## config.mk

```make
export PLATFORM = sky130hd
export DESIGN_NAME = vbd_fifo
export DESIGN_NICKNAME = d
export VERILOG_FILES = /design/src/design/vbd_pkg.sv /design/src/design/vbd_fifo.sv
export SDC_FILE = /design/constraint.sdc
export NUM_CORES = 1
export LEC_CHECK = 0
export BUFFER_PORTS_ARGS = -buffer_cell sky130_fd_sc_hd__clkbuf_2
export CAP_MARGIN = 10
export CORE_UTILIZATION = 55
export CTS_CLUSTER_SIZE = 25
export DETAILED_ROUTE_END_ITERATION = 6
export HOLD_SLACK_MARGIN = 0.08
export PLACE_DENSITY = 0.89
export REMOVE_ABC_BUFFERS = 1
export SLEW_MARGIN = 20
export SYNTH_ARGS = -nofsm -noshare
export SYNTH_HDL_FRONTEND = slang
export SYNTH_SLANG_ARGS = --single-unit
```

## constraint.sdc

```tcl
create_clock -name clk -period 4.7 [get_ports clk]
set_input_delay 1.41 -clock clk [delete_from_list [all_inputs] [get_ports clk]]
set_output_delay 1.41 -clock clk [all_outputs]
set_load 0.02 [all_outputs]
```

## src/design/vbd_pkg.sv

```systemverilog
// ----------------------------------------------------------------------------
// vbd_pkg
// Shared types, widths and constant tables for the volume box downsampler.
// ----------------------------------------------------------------------------
package vbd_pkg;

    localparam int VOXEL_W    = 16;
    localparam int COORD_W    = 6;
    localparam int OFS_W      = 3;
    localparam int FACTOR_W   = 4;
    localparam int SIZE_W     = 7;
    localparam int SUM_W      = 26;
    localparam int MAG_W      = 25;
    localparam int RECIP_W    = 26;
    localparam int SHIFT_W    = 6;
    localparam int PROD_W     = MAG_W + RECIP_W;
    localparam int IDX_W      = 2 * COORD_W;
    localparam int PLANE_CELLS = 1 << IDX_W;
    localparam int FIFO_DEPTH = 4;
    localparam int FIFO_PTR_W = 2;
    localparam int FIFO_CNT_W = 3;
    localparam int PADDR_W    = 4;
    localparam int PDATA_W    = 32;

    localparam logic [FACTOR_W-1:0] FACTOR_RESET = 4'd2;
    localparam logic [SIZE_W-1:0]   SIZE_RESET   = 7'd64;
    localparam logic [FACTOR_W-1:0] FACTOR_MAX   = 4'd8;
    localparam logic [SIZE_W-1:0]   SIZE_MAX     = 7'd64;

    typedef enum logic [1:0] {
        REG_FACTOR = 2'd0,
        REG_SIZE_X = 2'd1,
        REG_SIZE_Y = 2'd2,
        REG_SIZE_Z = 2'd3
    } reg_idx_t;

    // effective (clamped) configuration
    typedef struct packed {
        logic [FACTOR_W-1:0] factor;
        logic [SIZE_W-1:0]   size_x;
        logic [SIZE_W-1:0]   size_y;
        logic [SIZE_W-1:0]   size_z;
    } cfg_t;

    // one classified voxel on its way to the accumulator
    typedef struct packed {
        logic signed [VOXEL_W-1:0] voxel;
        logic [IDX_W-1:0]          idx;
        logic                      first;
        logic                      emit;
        logic [COORD_W-1:0]        cx;
        logic [COORD_W-1:0]        cy;
        logic [COORD_W-1:0]        cz;
        logic                      done;
    } entry_t;

    typedef struct packed {
        logic [RECIP_W-1:0] mult;
        logic [SHIFT_W-1:0] shift;
    } recip_t;

    // ceil(2^(25+L)/f^3) with L = ceil(log2(f^3)); exact for magnitudes below 2^25
    function automatic recip_t recip_of(input logic [FACTOR_W-1:0] f);
        recip_t r;
        r.mult  = 26'd33554432;
        r.shift = 6'd25;
        case (f)
            4'd2:    begin r.mult = 26'd33554432; r.shift = 6'd28; end
            4'd3:    begin r.mult = 26'd39768216; r.shift = 6'd30; end
            4'd4:    begin r.mult = 26'd33554432; r.shift = 6'd31; end
            4'd5:    begin r.mult = 26'd34359739; r.shift = 6'd32; end
            4'd6:    begin r.mult = 26'd39768216; r.shift = 6'd33; end
            4'd7:    begin r.mult = 26'd50087083; r.shift = 6'd34; end
            4'd8:    begin r.mult = 26'd33554432; r.shift = 6'd34; end
            default: begin r.mult = 26'd33554432; r.shift = 6'd25; end
        endcase
        return r;
    endfunction

endpackage

```

## src/design/vbd_fifo.sv

```systemverilog
// ----------------------------------------------------------------------------
// vbd_fifo
// Short queue of classified voxels between the front and the back.
// ----------------------------------------------------------------------------
module vbd_fifo (
    input  logic            clk,
    input  logic            rst_n,
    input  logic            push,
    input  vbd_pkg::entry_t push_data,
    input  logic            pop,
    output vbd_pkg::entry_t pop_data,
    output logic            full,
    output logic            empty
);

    vbd_pkg::entry_t                     mem_reg [vbd_pkg::FIFO_DEPTH];
    logic [vbd_pkg::FIFO_PTR_W-1:0]      wr_ptr_reg, wr_ptr_next;
    logic [vbd_pkg::FIFO_PTR_W-1:0]      rd_ptr_reg, rd_ptr_next;
    logic [vbd_pkg::FIFO_CNT_W-1:0]      count_reg, count_next;

    assign full     = (count_reg == vbd_pkg::FIFO_CNT_W'(vbd_pkg::FIFO_DEPTH));
    assign empty    = (count_reg == '0);
    assign pop_data = mem_reg[rd_ptr_reg];

    always_comb
    begin
        wr_ptr_next = wr_ptr_reg;
        rd_ptr_next = rd_ptr_reg;
        count_next  = count_reg;
        if (push)
        begin
            wr_ptr_next = wr_ptr_reg + 1'b1;
        end
        if (pop)
        begin
            rd_ptr_next = rd_ptr_reg + 1'b1;
        end
        if (push && !pop)
        begin
            count_next = count_reg + 1'b1;
        end
        else if (pop && !push)
        begin
            count_next = count_reg - 1'b1;
        end
    end

    always_ff @(posedge clk or negedge rst_n)
    begin
        if (!rst_n)
        begin
            wr_ptr_reg <= '0;
            rd_ptr_reg <= '0;
            count_reg  <= '0;
        end
        else
        begin
            wr_ptr_reg <= wr_ptr_next;
            rd_ptr_reg <= rd_ptr_next;
            count_reg  <= count_next;
        end
    end

    always_ff @(posedge clk)
    begin
        if (push)
        begin
            mem_reg[wr_ptr_reg] <= push_data;
        end
    end

endmodule

```

==> results.json, run 1 <==
{
  "run_status": "complete, no violations",
  "n_fill_cell": 851,
  "core_area_mm2": 0.0133,
  "p_total_w": 0.00572,
  "critPathRequiredTime_ns": 3.29,
  "hold-worst-slack_ns": 0.490,
  "die_width_um": 119,
  "antenna_cells": 0,
  "hold_viol": 0,
  "critical_path_class": "register to output pin",
  "min_path_cells": 1,
  "cts_root_buffer": "clkbuf_16",
  "hold_path.class": "register to register",
  "cts_made_buffers": 21,
  "period_needed_ns": 3.70,
  "yosysWarnings": 0,
  "antenna_found_initial": 0,
  "final_nets": 474,
  "critPathMaxStageDelay_ns": 0.73,
  "finalClockSkew_ns": 0.00904,
  "syn_area_mm2": 0.00752,
  "cp_max_fo": 29,
  "die-area_mm2": 0.0142,
  "clk_latency_ns": 0.48,
  "worst_r2r_path_depth": 4,
  "path_cells": "buf_16 -> mux4_2 -> clkbuf_2",
  "port_buffers": 103,
  "synth_cell_type_count": 20,
  "slew_viol_final": 0,
  "start_util": 0.566,
  "cts.reportedPaths.clkPinSlew_ns": 0.06,
  "cp-start-kind": "register",
  "fin_crit_sh": 0.786,
  "ys_seq_elements": 203,
  "post-route-drc-count": 0,
  "ant_nets": 0,
  "drive_above_1_share": 0.457,
  "grt_max_degree": 52,
  "cts_num_sinks": 203,
  "routed_wl_um": 12500,
  "maxCapViolations": 0,
  "grt_pass1_wl_um": 19500,
  "synth_cells": 291,
  "tritoncts": "built",
  "vias": 3420,
  "ctsResizeCount": 0,
  "ctsLongestPathBuffers": 3,
  "gr-total-overflow": 0,
  "grt_pass1_vias": 3699,
  "fin_util": 0.665,
  "slowest_stage": "dfrtp_4",
  "num_rows": 42,
  "worstPathArrival_ns": 2.29,
  "yosysSeqAreaShare": 0.806,
  "cts_setup_buffers": 0,
  "drt-pass1-iter-count": 4,
  "tightest_slew_ns": 0.889,
  "tns_ns": 0,
  "vias_per_cell": 5.65,
  "powerDensity_mw_per_mm2": 647,
  "vdd_drop_max_uv": 383,
  "avgSynthCellArea_um2": 25.9,
  "largest_reg_flops": 196,
  "leakage_nw": 3.10,
  "grtUsageTotal": 0.182,
  "max_freq_mhz": 271,
  "rsz0062_at_grt": "false",
  "slew_headroom": 0.407,
  "htree_levels": 1,
  "gp_congestion": 0.675,
  "wl_per_cell_um": 20.7,
  "ctsHoldBuffers": 0,
  "drt_iter0_markers": 229,
  "setup_viol_count_final": 0,
  "io_pins": 104,
  "die_h_um": 119,
  "endpoint_kind": "output pin",
  "dp_hpwl_um": 7730,
  "area_growth_syn_to_layout_pct": 17.4
}
==> cells in the mapped netlist <==
library cell / instances / area [um^2]
o21ai_0: 1 / 5.00
dfrtp_1: 7 / 175
edfxtp_1: 196 / 5890
buf_2: 5 / 25.0
ha_1: 5 / 62.6
xor2_1: 4 / 35.0
buf_12: 5 / 100
nor3b_1: 1 / 7.51
xnor2_1: 2 / 17.5
inv_1: 4 / 15.0
mux4_2: 48 / 1080
nor2_1: 1 / 3.75
and2_1: 4 / 25.0
mux4_1: 1 / 26.3
nand2_1: 2 / 7.51
clkbuf_1: 1 / 3.75
mux2_2: 1 / 11.3
nor3_1: 1 / 5.00
buf_6: 1 / 11.3
fa_1: 1 / 20.0
==> metrics by stage <==
stage               instance area (um^2)  instances  setup WS, ns
finish                              8840        605          1.00
global route                        8840        605         0.875
CTS                                 8810        604         0.781
detailed placement                  8200        567          1.30
global placement                    8200        567          1.30
floorplan                           7380        279         0.441
==> area by class of cell <==
type | count | area (um^2) | share of cell area
Sequential cell | 203 | 6070 | 0.686
Multi-Input combinational cell | 72 | 1310 | 0.149
Timing Repair Buffer | 113 | 611 | 0.0691
Clock buffer | 28 | 572 | 0.0647
Tap cell | 176 | 220 | 0.0249
Clock inverter | 9 | 40.0 | 0.00453
Inverter | 4 | 15.0 | 0.00170
==> where the power goes <==
group	internal, W	total (W)	switching (W)
Combinational	0.000728	0.00167	0.000939
Sequential	0.00237	0.00258	0.000211
Clock	0.000849	0.00147	0.000619
==> worst max-delay path, delay by kind of cell (launching register included) <==
kind	cells	cell delay (ns)
flip-flops	1	0.73
multiplexers	1	0.58
buffers and inverters	2	0.48
==> per-layer routing <==
layer / part of all wire / wire length (um) / track usage
met5: 0 / 0 / 0
met3: 0.054 / 676 / 0.0350
met4: 0.023 / 287 / 0.0585
met2: 0.50 / 6310 / 0.311
met1: 0.42 / 5270 / 0.237
==> kinds of logic (layout without fill, tap and decap cells) <==
| logic type | count (synthesis) | after routing | synth area share |
|---|---|---|---|
| flip-flops | 203 | 203 | 0.806 |
| AND/OR/NAND/NOR | 9 | 9 | 0.00649 |
| adder cells (fa/ha/maj) | 6 | 6 | 0.0110 |
| multiplexers | 50 | 50 | 0.149 |
| XOR/XNOR | 6 | 6 | 0.00698 |
| buffers and inverters | 16 | 154 | 0.0206 |
| AO/OA/AOI/OAI | 1 | 1 | 0.000665 |
==> placed cells by master, fill, tap and decap left out, types with 2 or more instances in the layout <==
cell and count:
edfxtp_1 196, clkbuf_2 103, mux4_2 48, clkbuf_16 21, buf_4 9, ha_1 5, clkbuf_1 5, clkinv_2 5
dfrtp_1 5, inv_1 4, and2_2 4, xor2_1 4, clkinv_1 4, xnor2_1 2, nand2_1 2, clkbuf_8 2
==> worst paths after layout <==
path                               start             end  slack (ns)
max                        rd_ptr_reg[0]     pop_data[7]        1.00
min                         count_reg[2]    count_reg[2]        0.49
max reg2reg                wr_ptr_reg[0]  mem_reg[0][47]        2.55
min reg2reg                 count_reg[2]    count_reg[2]        0.49
max in group asynchronous          rst_n   rd_ptr_reg[0]        3.73
min in group asynchronous          rst_n    count_reg[1]        0.77
Note: power is estimated with default switching activity, not from simulation.
==> inputs of run 2 (changes only) <==
Clock period 4.7 ns to 3.4 ns, I/O delays scaled along.
==> results.json, run 2 (synthesis gave the netlist of run 1 again) <==
{
  "die_width_um": 119,
  "run_status": "complete, no violations",
  "cts_made_buffers": 20,
  "cts.reportedPaths.clkPinSlew_ns": 0.07,
  "period_needed_ns": 3.11,
  "powerDensity_mw_per_mm2": 920,
  "final_nets": 473,
  "combPwrFrac": 0.298,
  "tightest_slew_ns": 0.627,
  "ctsLongestPathBuffers": 3,
  "critPathRequiredTime_ns": 2.38,
  "drive_above_1_share": 0.472,
  "finalClockSkew_ns": 0.00490,
  "setup_viol_count_final": 0,
  "post-route-drc-count": 0,
  "rsz0062_at_grt": "false",
  "port_buffers": 103,
  "drt_iter0_markers": 233,
  "die_h_um": 119,
  "grt_pass1_wl_um": 19700,
  "maxCapViolations": 0,
  "worstPathArrival_ns": 2.09,
  "leakage_nw": 3.17,
  "p_int_w": 0.00579,
  "layout_common_cells": "196 x edfxtp_1, 103 x clkbuf_2, 48 x mux4_2",
  "clk_latency_ns": 0.48,
  "area_growth_syn_to_layout_pct": 19.6,
  "fin_crit_sh": 0.915,
  "timing.rr.start": "wr_ptr_reg[0]",
  "cts_root_buffer": "clkbuf_16",
  "rr_endpoint": "mem_reg[3][10]",
  "largest_reg_flops": 196,
  "critPathTopFamily": "flip-flops",
  "p_sw_w": 0.00248,
  "max_freq_mhz": 321,
  "power_frac_seq": 0.418,
  "critPathMaxStageDelay_ns": 0.63,
  "slew_headroom": 0.582,
  "dp.cells": 567,
  "dp_hpwl_um": 7780,
  "htree_levels": 1,
  "p_total_w": 0.00827,
  "die-area_mm2": 0.0142,
  "hold_path.class": "input port to asynchronous set/reset pin",
  "slowest_stage": "dfrtp_4",
  "ctsResizeCount": 0,
  "gp_congestion": 0.666,
  "antenna_cells": 0,
  "grtUsageTotal": 0.184,
  "cp.buffers_inverters": 2,
  "vdd_drop_max_uv": 703,
  "antenna_found_initial": 0,
  "num_rows": 42,
  "critical_path_class": "register to output pin",
  "fin_util": 0.677,
  "core_area_mm2": 0.0133,
  "reg2reg_slack_ns": 1.57,
  "stdcell_count": 604,
  "vias": 3395,
  "drt-pass1-iter-count": 6,
  "slew_viol_final": 0,
  "cp-start-kind": "register",
  "start_util": 0.566,
  "hold_viol": 0,
  "swShare": 0.300,
  "tritoncts": "built",
  "gr-total-overflow": 0,
  "routed_wl_um": 12600,
  "worst_r2r_path_depth": 3,
  "wl_per_cell_um": 20.8,
  "cts_num_sinks": 203,
  "grt_pass1_vias": 3655,
  "layout_commonest_cell": "edfxtp_1",
  "grt_max_degree": 33,
  "cp_max_fo": 20,
  "ant_nets": 0,
  "path_cells": "buf_12 -> mux4_2 -> clkbuf_2",
  "clkPwrFrac": 0.284,
  "ctsHoldBuffers": 0,
  "endpoint_kind": "output pin",
  "vias_per_cell": 5.62,
  "io_pins": 104,
  "hold-worst-slack_ns": 0.378
}
run 2: metal layers:
layer	part of all wire	vias to the layer above	track usage
met5	0	-	0
met2	0.50	103	0.304
met4	0.016	0	0.0506
met3	0.051	20	0.0393
li1	-	1476	-
met1	0.43	1796	0.252
run 2: final cells by class:
| cell class | count | area (um^2) |
|---|---|---|
| Sequential cell | 203 | 6070 |
| Fill cell | 822 | 4300 |
| Inverter | 4 | 15.0 |
| Clock buffer | 22 | 539 |
| Multi-Input combinational cell | 72 | 1310 |
| Timing Repair Buffer | 113 | 661 |
| Tap cell | 176 | 220 |
| Clock inverter | 14 | 185 |
run 2: worst reg2reg max path, stage by stage (launching register included):
cell and delay (ns):
dfrtp_1 0.41, ha_1 0.17, and2_2 0.55, buf_4 0.38
run 2: worst max path at each step:
stage | startpoint | to | slack (ns) | cells past startpoint
6_report | rd_ptr_reg[0] | pop_data[20] | 0.29 | 3
5_1_grt | rd_ptr_reg[0] | pop_data[16] | 0.18 | 3
4_1_cts | rd_ptr_reg[0] | pop_data[25] | 0.05 | 3
3_5_place_dp | rd_ptr_reg[0] | pop_data[16] | 0.58 | 3
3_3_place_gp | rd_ptr_reg[0] | pop_data[16] | 0.60 | 3
2_1_floorplan | rd_ptr_reg[0] | pop_data[44] | -0.47 | 1
run 2: what timing repair did:
item,4_1_cts,5_1_grt
endpoints found under the hold margin,0,0
setup buffers,0,1
setup endpoints to repair,0,17
run 2: power by group through the flow:
stage	sequential, W	clock [W]	combinational, W
global route	0.00351	0.00249	0.00264
finish	0.00346	0.00235	0.00247
floorplan	0.00363	0	0.00151
CTS	0.00351	0.00240	0.00243
detailed placement	0.00356	0	0.00242
global placement	0.00351	0	0.00239
run 2: metrics by stage:
step                      TNS, ns  area, um^2  worst slack [ns]
after floorplan            -18.76        7380            -0.469
after global placement          0        8250             0.605
after detailed placement        0        8250             0.575
after CTS                       0        8970            0.0492
after global routing            0        9000             0.182
final                           0        9000             0.289
