$ cat src/design/vbd_pkg.sv
// ----------------------------------------------------------------------------
// vbd_pkg
// Shared types, widths and constant tables for the volume box downsampler.
// ----------------------------------------------------------------------------
package vbd_pkg;

    localparam int VOXEL_W    = 16;
    localparam int COORD_W    = 6;
    localparam int OFS_W      = 3;
    localparam int FACTOR_W   = 4;
    localparam int SIZE_W     = 7;
    localparam int SUM_W      = 26;
    localparam int MAG_W      = 25;
    localparam int RECIP_W    = 26;
    localparam int SHIFT_W    = 6;
    localparam int PROD_W     = MAG_W + RECIP_W;
    localparam int IDX_W      = 2 * COORD_W;
    localparam int PLANE_CELLS = 1 << IDX_W;
    localparam int FIFO_DEPTH = 4;
    localparam int FIFO_PTR_W = 2;
    localparam int FIFO_CNT_W = 3;
    localparam int PADDR_W    = 4;
    localparam int PDATA_W    = 32;

    localparam logic [FACTOR_W-1:0] FACTOR_RESET = 4'd2;
    localparam logic [SIZE_W-1:0]   SIZE_RESET   = 7'd64;
    localparam logic [FACTOR_W-1:0] FACTOR_MAX   = 4'd8;
    localparam logic [SIZE_W-1:0]   SIZE_MAX     = 7'd64;

    typedef enum logic [1:0] {
        REG_FACTOR = 2'd0,
        REG_SIZE_X = 2'd1,
        REG_SIZE_Y = 2'd2,
        REG_SIZE_Z = 2'd3
    } reg_idx_t;

    // effective (clamped) configuration
    typedef struct packed {
        logic [FACTOR_W-1:0] factor;
        logic [SIZE_W-1:0]   size_x;
        logic [SIZE_W-1:0]   size_y;
        logic [SIZE_W-1:0]   size_z;
    } cfg_t;

    // one classified voxel on its way to the accumulator
    typedef struct packed {
        logic signed [VOXEL_W-1:0] voxel;
        logic [IDX_W-1:0]          idx;
        logic                      first;
        logic                      emit;
        logic [COORD_W-1:0]        cx;
        logic [COORD_W-1:0]        cy;
        logic [COORD_W-1:0]        cz;
        logic                      done;
    } entry_t;

    typedef struct packed {
        logic [RECIP_W-1:0] mult;
        logic [SHIFT_W-1:0] shift;
    } recip_t;

    // ceil(2^(25+L)/f^3) with L = ceil(log2(f^3)); exact for magnitudes below 2^25
    function automatic recip_t recip_of(input logic [FACTOR_W-1:0] f);
        recip_t r;
        r.mult  = 26'd33554432;
        r.shift = 6'd25;
        case (f)
            4'd2:    begin r.mult = 26'd33554432; r.shift = 6'd28; end
            4'd3:    begin r.mult = 26'd39768216; r.shift = 6'd30; end
            4'd4:    begin r.mult = 26'd33554432; r.shift = 6'd31; end
            4'd5:    begin r.mult = 26'd34359739; r.shift = 6'd32; end
            4'd6:    begin r.mult = 26'd39768216; r.shift = 6'd33; end
            4'd7:    begin r.mult = 26'd50087083; r.shift = 6'd34; end
            4'd8:    begin r.mult = 26'd33554432; r.shift = 6'd34; end
            default: begin r.mult = 26'd33554432; r.shift = 6'd25; end
        endcase
        return r;
    endfunction

endpackage

$ cat src/design/vbd_front.sv
// ----------------------------------------------------------------------------
// vbd_front
// Tracks the raster position of each voxel and classifies it: window
// offsets, cell coordinates, first/last voxel of a cell, end of volume.
// ----------------------------------------------------------------------------
module vbd_front (
    input  logic            clk,
    input  logic            rst_n,
    input  vbd_pkg::cfg_t   cfg,
    input  logic            restart,
    input  logic            accept,
    output logic            push,
    output vbd_pkg::entry_t push_data,
    input  logic signed [vbd_pkg::VOXEL_W-1:0] voxel
);

    localparam int CW = vbd_pkg::COORD_W;
    localparam int OW = vbd_pkg::OFS_W;
    localparam int SW = vbd_pkg::SIZE_W;

    logic [CW-1:0] px_reg, py_reg, pz_reg, px_next, py_next, pz_next;
    logic [OW-1:0] ox_reg, oy_reg, oz_reg, ox_next, oy_next, oz_next;
    logic [CW-1:0] cx_reg, cy_reg, cz_reg, cx_next, cy_next, cz_next;
    logic [CW-1:0] stx_reg, sty_reg, stz_reg, stx_next, sty_next, stz_next;

    logic [OW-1:0] f_last;
    logic [SW-1:0] f_ext;
    logic          x_end, y_end, z_end;
    logic          x_wrap, y_wrap, z_wrap;
    logic          in_x, in_y, in_z;
    logic          lastc_x, lastc_y, lastc_z;

    assign f_last = OW'(cfg.factor - 1'b1);
    assign f_ext  = SW'(cfg.factor);

    // cell window complete inside the extent: start + f <= size
    assign in_x = ({1'b0, stx_reg} + f_ext) <= cfg.size_x;
    assign in_y = ({1'b0, sty_reg} + f_ext) <= cfg.size_y;
    assign in_z = ({1'b0, stz_reg} + f_ext) <= cfg.size_z;

    // no further whole window fits after this one
    assign lastc_x = ({1'b0, stx_reg} + f_ext + f_ext) > cfg.size_x;
    assign lastc_y = ({1'b0, sty_reg} + f_ext + f_ext) > cfg.size_y;
    assign lastc_z = ({1'b0, stz_reg} + f_ext + f_ext) > cfg.size_z;

    assign x_wrap = ({1'b0, px_reg} + 1'b1) >= cfg.size_x;
    assign y_wrap = ({1'b0, py_reg} + 1'b1) >= cfg.size_y;
    assign z_wrap = ({1'b0, pz_reg} + 1'b1) >= cfg.size_z;

    assign x_end = (ox_reg == f_last);
    assign y_end = (oy_reg == f_last);
    assign z_end = (oz_reg == f_last);

    always_comb
    begin
        push_data.voxel = voxel;
        push_data.idx   = {cy_reg, cz_reg};
        push_data.first = (ox_reg == '0) && (oy_reg == '0) && (oz_reg == '0);
        push_data.emit  = x_end && y_end && z_end;
        push_data.cx    = cx_reg;
        push_data.cy    = cy_reg;
        push_data.cz    = cz_reg;
        push_data.done  = lastc_x && lastc_y && lastc_z;
    end

    // drop voxels outside the whole-window region
    assign push = accept && in_x && in_y && in_z;

    always_comb
    begin
        px_next = px_reg; py_next = py_reg; pz_next = pz_reg;
        ox_next = ox_reg; oy_next = oy_reg; oz_next = oz_reg;
        cx_next = cx_reg; cy_next = cy_reg; cz_next = cz_reg;
        stx_next = stx_reg; sty_next = sty_reg; stz_next = stz_reg;
        if (restart)
        begin
            px_next = '0; py_next = '0; pz_next = '0;
            ox_next = '0; oy_next = '0; oz_next = '0;
            cx_next = '0; cy_next = '0; cz_next = '0;
            stx_next = '0; sty_next = '0; stz_next = '0;
        end
        else if (accept)
        begin
            if (!z_wrap)
            begin
                pz_next = pz_reg + 1'b1;
                if (z_end)
                begin
                    oz_next  = '0;
                    cz_next  = cz_reg + 1'b1;
                    stz_next = CW'(stz_reg + CW'(cfg.factor));
                end
                else
                begin
                    oz_next = oz_reg + 1'b1;
                end
            end
            else
            begin
                pz_next = '0; oz_next = '0; cz_next = '0; stz_next = '0;
                if (!y_wrap)
                begin
                    py_next = py_reg + 1'b1;
                    if (y_end)
                    begin
                        oy_next  = '0;
                        cy_next  = cy_reg + 1'b1;
                        sty_next = CW'(sty_reg + CW'(cfg.factor));
                    end
                    else
                    begin
                        oy_next = oy_reg + 1'b1;
                    end
                end
                else
                begin
                    py_next = '0; oy_next = '0; cy_next = '0; sty_next = '0;
                    if (!x_wrap)
                    begin
                        px_next = px_reg + 1'b1;
                        if (x_end)
                        begin
                            ox_next  = '0;
                            cx_next  = cx_reg + 1'b1;
                            stx_next = CW'(stx_reg + CW'(cfg.factor));
                        end
                        else
                        begin
                            ox_next = ox_reg + 1'b1;
                        end
                    end
                    else
                    begin
                        px_next = '0; ox_next = '0; cx_next = '0; stx_next = '0;
                    end
                end
            end
        end
    end

    always_ff @(posedge clk or negedge rst_n)
    begin
        if (!rst_n)
        begin
            px_reg <= '0; py_reg <= '0; pz_reg <= '0;
            ox_reg <= '0; oy_reg <= '0; oz_reg <= '0;
            cx_reg <= '0; cy_reg <= '0; cz_reg <= '0;
            stx_reg <= '0; sty_reg <= '0; stz_reg <= '0;
        end
        else
        begin
            px_reg <= px_next; py_reg <= py_next; pz_reg <= pz_next;
            ox_reg <= ox_next; oy_reg <= oy_next; oz_reg <= oz_next;
            cx_reg <= cx_next; cy_reg <= cy_next; cz_reg <= cz_next;
            stx_reg <= stx_next; sty_reg <= sty_next; stz_reg <= stz_next;
        end
    end

endmodule

$ cat config.mk
export PLATFORM = sky130hd
export DESIGN_NAME = vbd_front
export DESIGN_NICKNAME = d
export VERILOG_FILES = /design/src/design/vbd_pkg.sv /design/src/design/vbd_front.sv
export SDC_FILE = /design/constraint.sdc
export NUM_CORES = 1
export LEC_CHECK = 0
export BUFFER_PORTS_ARGS = -buffer_cell sky130_fd_sc_hd__buf_2
export CORE_MARGIN = 2
export CORE_UTILIZATION = 42
export DETAILED_ROUTE_END_ITERATION = 10
export PLACE_DENSITY_LB_ADDON = 0.25
export SLEW_MARGIN = 20
export SYNTH_ARGS = -nofsm -noshare
export SYNTH_HDL_FRONTEND = slang
export SYNTH_SLANG_ARGS = --single-unit
$ cat constraint.sdc
create_clock -name clk -period 4.3 [get_ports clk]
set_input_delay 0.86 -clock clk [delete_from_list [all_inputs] [get_ports clk]]
set_output_delay 0.86 -clock clk [all_outputs]
set_load 0.05 [all_outputs]
==> results.yml, run 1 <==
worst_setup_path:
  critPathBufInv: 3
  cp_top_family: "adder cells"
  path_class: "in2out"
  cp-start-kind: "input pin"
  crit_arrival_ns: 3.79
  critical_path.cell_chain: "buf_12 -> ha_4 -> fa_2 -> inv_2 -> fa_2 -> nor2b_1 -> o21ai_1 -> nand2b_1 -> xor2_1 -> ha_1 -> a21o_1 -> a21o_1 -> a211oi_2 -> nor3_1 -> and3_4 -> buf_8"
  worstPathMaxFanout: 4
  max_stage_delay_ns: 0.58
  worstSetupEndpointType: "output port"
  worst_path_max_delay_cell: "fa_2"
  cp.required_ns: 3.44
cts:
  holdBufCountCts: 0
  cts_buffer_depth: 2
  root_buffer: "clkbuf_16"
  numCtsBuffers: 9
  clkLatencyLatePin_ns: 0.34
  path_clk_slew_ns: 0.06
  cts_tree: "built"
  htree_levels: 3
  clock_sinks: 63
timing:
  hold_violations: 0
  setup_viol: 2
  finalCriticalPeriod_ns: 4.65
  slew_violations: 0
  worst_slack_ns: -0.347
  tightest_slew_ns: 0.845
  slew_headroom_pct: 43.7
  skew_ns: 0.00759
  hold_ws_ns: 0.480
  rsz0062_at_grt: "true"
  fmax_ghz: 0.215
  finalCritPeriodShare_pct: 108
logic_synthesis:
  yosys_warnings: 0
  yosysUniqueCellTypes: 58
  synth_edf_count: 0
  synth_top_area_cell: "dfrtp_1"
  synth_seq_cells: 63
  synth.area.top_cells: "dfrtp_1, ha_1, o21ai_0"
  yosysTopAreaCellShare_pct: 26.8
  syn_inst: 660
  post-synth-top-count-cell: "ha_1"
  synthTopCellsByCount: "ha_1, o21ai_0, dfrtp_1"
  yosysSeqAreaShare_pct: 26.8
  syn_avg_cell_area_um2: 8.91
  syn_nets: 811
  async_reset_ff_share_pct: 100
  netlist_area_um2: 5880
  synthFlopType: "dfrtp_1"
floorplan:
  die_w_um: 122
  ios: 95
  start_util_pct: 42.7
  fp.coreArea_um2: 13800
  rows: 43
  die_h_um: 122
  die_area_um2: 15000
finish:
  nNetsFinal: 926
  drive_gt1_share_pct: 26.8
  final_cells: 960
  area_delta_synth_final_pct: 25.6
  antenna_cells: 0
  num-fill-cells: 1269
job:
  max_cap_violations: 0
placement:
  portBuffers: 62
  placed_cells: 930
  dp_hpwl_mm: 11.9
  gp_congestion: 0.879
route:
  via_per_inst: 5.36
  drtPass1Iterations: 4
  antenna_left: 0
  drc: 0
  totalWireLength_mm: 15.3
  vias: 5149
  drt_iter0_drc: 222
  wl_per_cell_um: 15.9
run_status:
  outcome: "finished with violations"
  violations: "negative setup slack"
global_route:
  grt_max_degree: 34
  grt_pass1_vias: 5268
  antenna_found_initial: 0
  overflow: 0
  grt_pass1_wl_mm: 25.3
  grt.total_usage_pct: 21.5
hold_path:
  hold_class: "reg2reg"
power_and_ir_drop:
  max-vdd-ir-drop_mv: 0.320
  p_leak_nw: 3.81
  cellPowerDensity_nw_per_um2: 381
[path summary, 6_finish.rpt]
| kind | start | to | slack [ns] | cells after the start |
|---|---|---|---|---|
| setup / recovery | cfg[21] | push_data[0] | -0.35 | 16 |
| hold / removal | cx_reg[5] | cx_reg[5] | 0.48 | 1 |
| setup reg to reg | pz_reg[0] | sty_reg[3] | 0.85 | 10 |
| hold reg to reg | cx_reg[5] | cx_reg[5] | 0.48 | 1 |
| max in group asynchronous | rst_n | oy_reg[2] | 2.75 | 2 |
| min in group asynchronous | rst_n | stx_reg[3] | 0.61 | 1 |
[through the flow]
step | setup slack (ns) | cell area (um2) | utilization [%] | setup TNS (ns) | power, mW
after global placement | -0.572 | 6750 | 49.0 | -1.03 | 1.84
after global routing | -0.503 | 7390 | 53.6 | -0.750 | 3.02
after CTS | -0.368 | 7380 | 53.6 | -0.414 | 2.84
after detailed placement | -0.631 | 6750 | 49.0 | -1.13 | 1.89
final | -0.347 | 7390 | 53.6 | -0.458 | 2.81
after floorplan | -0.0796 | 5960 | - | -0.140 | 1.51
[cell type report]
cell class,instances,area [um2],area share (%)
inverters,49,184,2.49
repair buffers,144,987,13.4
well taps,180,225,3.05
clock buffers,11,243,3.29
flip-flops and latches,63,1580,21.3
clock inverters,5,104,1.41
multi-input cells,508,4070,55.1
[cells in the final DEF (no fill, tap or decap), types with 19 or more instances in the layout]
| cell type | count |
|---|---|
| nand3_1 | 25 |
| buf_4 | 79 |
| ha_1 | 93 |
| nand2b_1 | 19 |
| xor2_1 | 21 |
| nand2_1 | 55 |
| dfrtp_1 | 63 |
| buf_2 | 58 |
| inv_1 | 48 |
| nor2_1 | 31 |
| xnor2_1 | 24 |
| o21ai_0 | 58 |
[cells by family (layout without fill, tap and decap cells)]
family / Yosys count / after routing / share of synthesized area, %
AOI/OAI and AO/OA: 170 / 170 / 18.4
xor gates and xnor gates: 49 / 49 / 8.02
adders and majority gates: 106 / 106 / 23.3
buffers and inverters: 89 / 209 / 7.55
DFF: 63 / 63 / 26.8
muxes: 2 / 2 / 0.362
and+or+nand+nor: 181 / 181 / 15.6
[what timing repair did]
| item | CTS | global route |
|---|---|---|
| buffers inserted | 14 | 0 |
| resized for setup | 45 | 2 |
| setup endpoints to repair | 2 | 2 |
| pin swaps | 37 | 3 |
[where the power goes]
group	internal, mW	leakage (nW)	switching [mW]	total (mW)
Combinational	0.595	2.78	0.628	1.22
Clock	0.583	0.170	0.287	0.870
Sequential	0.650	0.865	0.0699	0.720
Total	1.83	3.81	0.985	2.81
[metal layers]
metal / track usage [%] / part of all wire (%)
met1: 26.4 / 44
met2: 37.2 / 49
met3: 4.46 / 4.5
met4: 7.97 / 2.7
met5: 0 / 0
(Power assumes the default switching activity.)
==> run 2, diff against run 1 <==
--- a/config.mk
+++ b/config.mk
@@ -10,6 +10,7 @@
 export CORE_UTILIZATION = 42
 export DETAILED_ROUTE_END_ITERATION = 10
 export PLACE_DENSITY_LB_ADDON = 0.25
+export RECOVER_POWER = 25
 export SLEW_MARGIN = 20
 export SYNTH_ARGS = -nofsm -noshare
 export SYNTH_HDL_FRONTEND = slang
==> run 2 against run 1 <==
Compared with the run above: the run ends with max-capacitance violations, max-slew violations, negative setup slack left; sequential power about the same; die area unchanged; routed wire length about the same; worst setup slack unchanged; design area about the same; register-to-register slack about the same; clock skew unchanged; worst hold slack unchanged; maximum frequency unchanged; flip-flop and latch count unchanged; power about the same; via count unchanged; critical path type unchanged; largest cell class unchanged; largest power group unchanged; highest routed layer unchanged.
==> results.yml, run 2 (same netlist as run 1, synthesis figures left out) <==
cts:
  clock_sinks: 63
  numCtsBuffers: 9
  cts_buffer_depth: 2
  cts_tree: "built"
  htree_levels: 3
  root_buffer: "clkbuf_16"
  clkLatencyLatePin_ns: 0.34
  path_clk_slew_ns: 0.06
worst_setup_path:
  critical_path.cell_chain: "buf_12 -> ha_4 -> fa_2 -> inv_2 -> fa_2 -> nor2b_1 -> o21ai_1 -> nand2b_1 -> xor2_1 -> ha_1 -> a21o_1 -> a21o_1 -> a211oi_2 -> nor3_1 -> and3_4 -> buf_8"
  worstPathMaxFanout: 4
  reg2reg_from: "pz_reg[0]"
  cp-start-kind: "input pin"
  cp.required_ns: 3.44
  path_class: "in2out"
  cp_top_family: "adder cells"
  worstSetupEndpointType: "output port"
  crit_arrival_ns: 3.79
  max_stage_delay_ns: 0.58
  r2r-end: "sty_reg[3]"
  rr_worst_depth: 10
  reg2reg_setup_slack_ns: 0.85
  critPathBufInv: 3
  worst_path_max_delay_cell: "fa_2"
finish:
  final_cells: 960
  final_common_cell: "ha_1"
  num-fill-cells: 1270
  mostFrequentLayoutCells: "ha_1, buf_4, dfrtp_1"
  final_area_um2: 7390
  antenna_cells: 0
  nNetsFinal: 926
  drive_gt1_share_pct: 26.7
  area_delta_synth_final_pct: 25.5
route:
  vias: 5149
  totalWireLength_mm: 15.3
  drc: 0
  antenna_left: 0
  via_per_inst: 5.36
  wl_per_cell_um: 15.9
  drt_iter0_drc: 222
  drtPass1Iterations: 4
global_route:
  overflow: 0
  grt_pass1_vias: 5268
  grt_max_degree: 34
  grt_pass1_wl_mm: 25.3
  antenna_found_initial: 0
  grt.total_usage_pct: 21.5
run_status:
  violations: "max-capacitance violations, max-slew violations, negative setup slack"
  outcome: "finished with violations"
power_and_ir_drop:
  p_leak_nw: 3.81
  cellPowerDensity_nw_per_um2: 381
  max-vdd-ir-drop_mv: 0.320
  p_total_mw: 2.81
floorplan:
  die_h_um: 122
  fp.coreArea_um2: 13800
  ios: 95
  rows: 43
  die_area_um2: 15000
  start_util_pct: 42.7
  die_w_um: 122
timing:
  tightest_slew_ns: 2.02
  worst_slack_ns: -0.347
  finalSetupTns_ns: -0.458
  skew_ns: 0.00759
  slew_violations: 34
  setup_viol: 2
  finalCritPeriodShare_pct: 108
  finalCriticalPeriod_ns: 4.65
  rsz0062_at_grt: "true"
  fmax_ghz: 0.215
  hold_violations: 0
  slew_headroom_pct: -34.5
hold_path:
  hold_class: "reg2reg"
  min_to: "cx_reg[5]"
  holdCritStartpoint: "cx_reg[5]"
  worstHoldPathCells: 1
placement:
  dpl_cell_area_um2: 6750
  placed_cells: 930
  gp_congestion: 0.879
  portBuffers: 62
  dp_hpwl_mm: 11.9
job:
  max_cap_violations: 1
==> run 2: cell types whose count changed in the layout (fill, tap and decap cells not counted) <==
cell and delta:
buf_2 -1, clkbuf_1 +1
==> run 2: repair_timing <==
action / in CTS / in global routing
gates resized for setup: 45 / 2
buffers inserted: 14 / 0
hold buffers: 0 / 0
pin swaps: 37 / 3
endpoints found under the setup margin: 2 / 2
==> run 2: power by group <==
group | internal, mW | switching (mW) | leakage (nW)
registers | 0.650 | 0.0699 | 0.865
clock network | 0.583 | 0.287 | 0.170
logic | 0.595 | 0.628 | 2.77
total | 1.83 | 0.985 | 3.81
==> run 2: worst max path at each step <==
stage                     startpoint      endpoint  slack, ns  cells after the start
after floorplan              cfg[21]  push_data[0]      -0.08                     14
after global placement       cfg[21]  push_data[0]      -0.57                     16
after detailed placement     cfg[21]  push_data[0]      -0.63                     16
after CTS                    cfg[22]  push_data[0]      -0.37                     16
after global routing         cfg[22]  push_data[0]      -0.50                     17
final                        cfg[21]  push_data[0]      -0.35                     16
==> run 2: final cells by class <==
class,count,area (um2),share of cell area (%)
Clock buffer,11,243,3.29
Clock inverter,5,104,1.41
Inverter,49,184,2.49
Multi-Input combinational cell,508,4070,55.1
Sequential cell,63,1580,21.3
Tap cell,180,225,3.05
Timing Repair Buffer,144,986,13.3
==> run 2: per-stage QoR <==
| stage | worst slack [ns] | hold slack, ns | util [%] |
|---|---|---|---|
| 6_report | -0.347 | 0.480 | 53.6 |
| 2_1_floorplan | -0.0796 | 0.470 | - |
| 3_3_place_gp | -0.572 | 0.462 | 49.0 |
| 5_1_grt | -0.503 | 0.507 | 53.6 |
| 3_5_place_dp | -0.631 | 0.470 | 49.0 |
| 4_1_cts | -0.368 | 0.482 | 53.6 |
==> run 2: routing by layer <==
| layer | vias to the layer above | wire, um | track usage [%] |
|---|---|---|---|
| met5 | - | 0 | 0 |
| met1 | 2428 | 6740 | 26.4 |
| li1 | 2560 | - | - |
| met3 | 37 | 689 | 4.46 |
| met4 | 0 | 414 | 7.97 |
| met2 | 124 | 7450 | 37.2 |
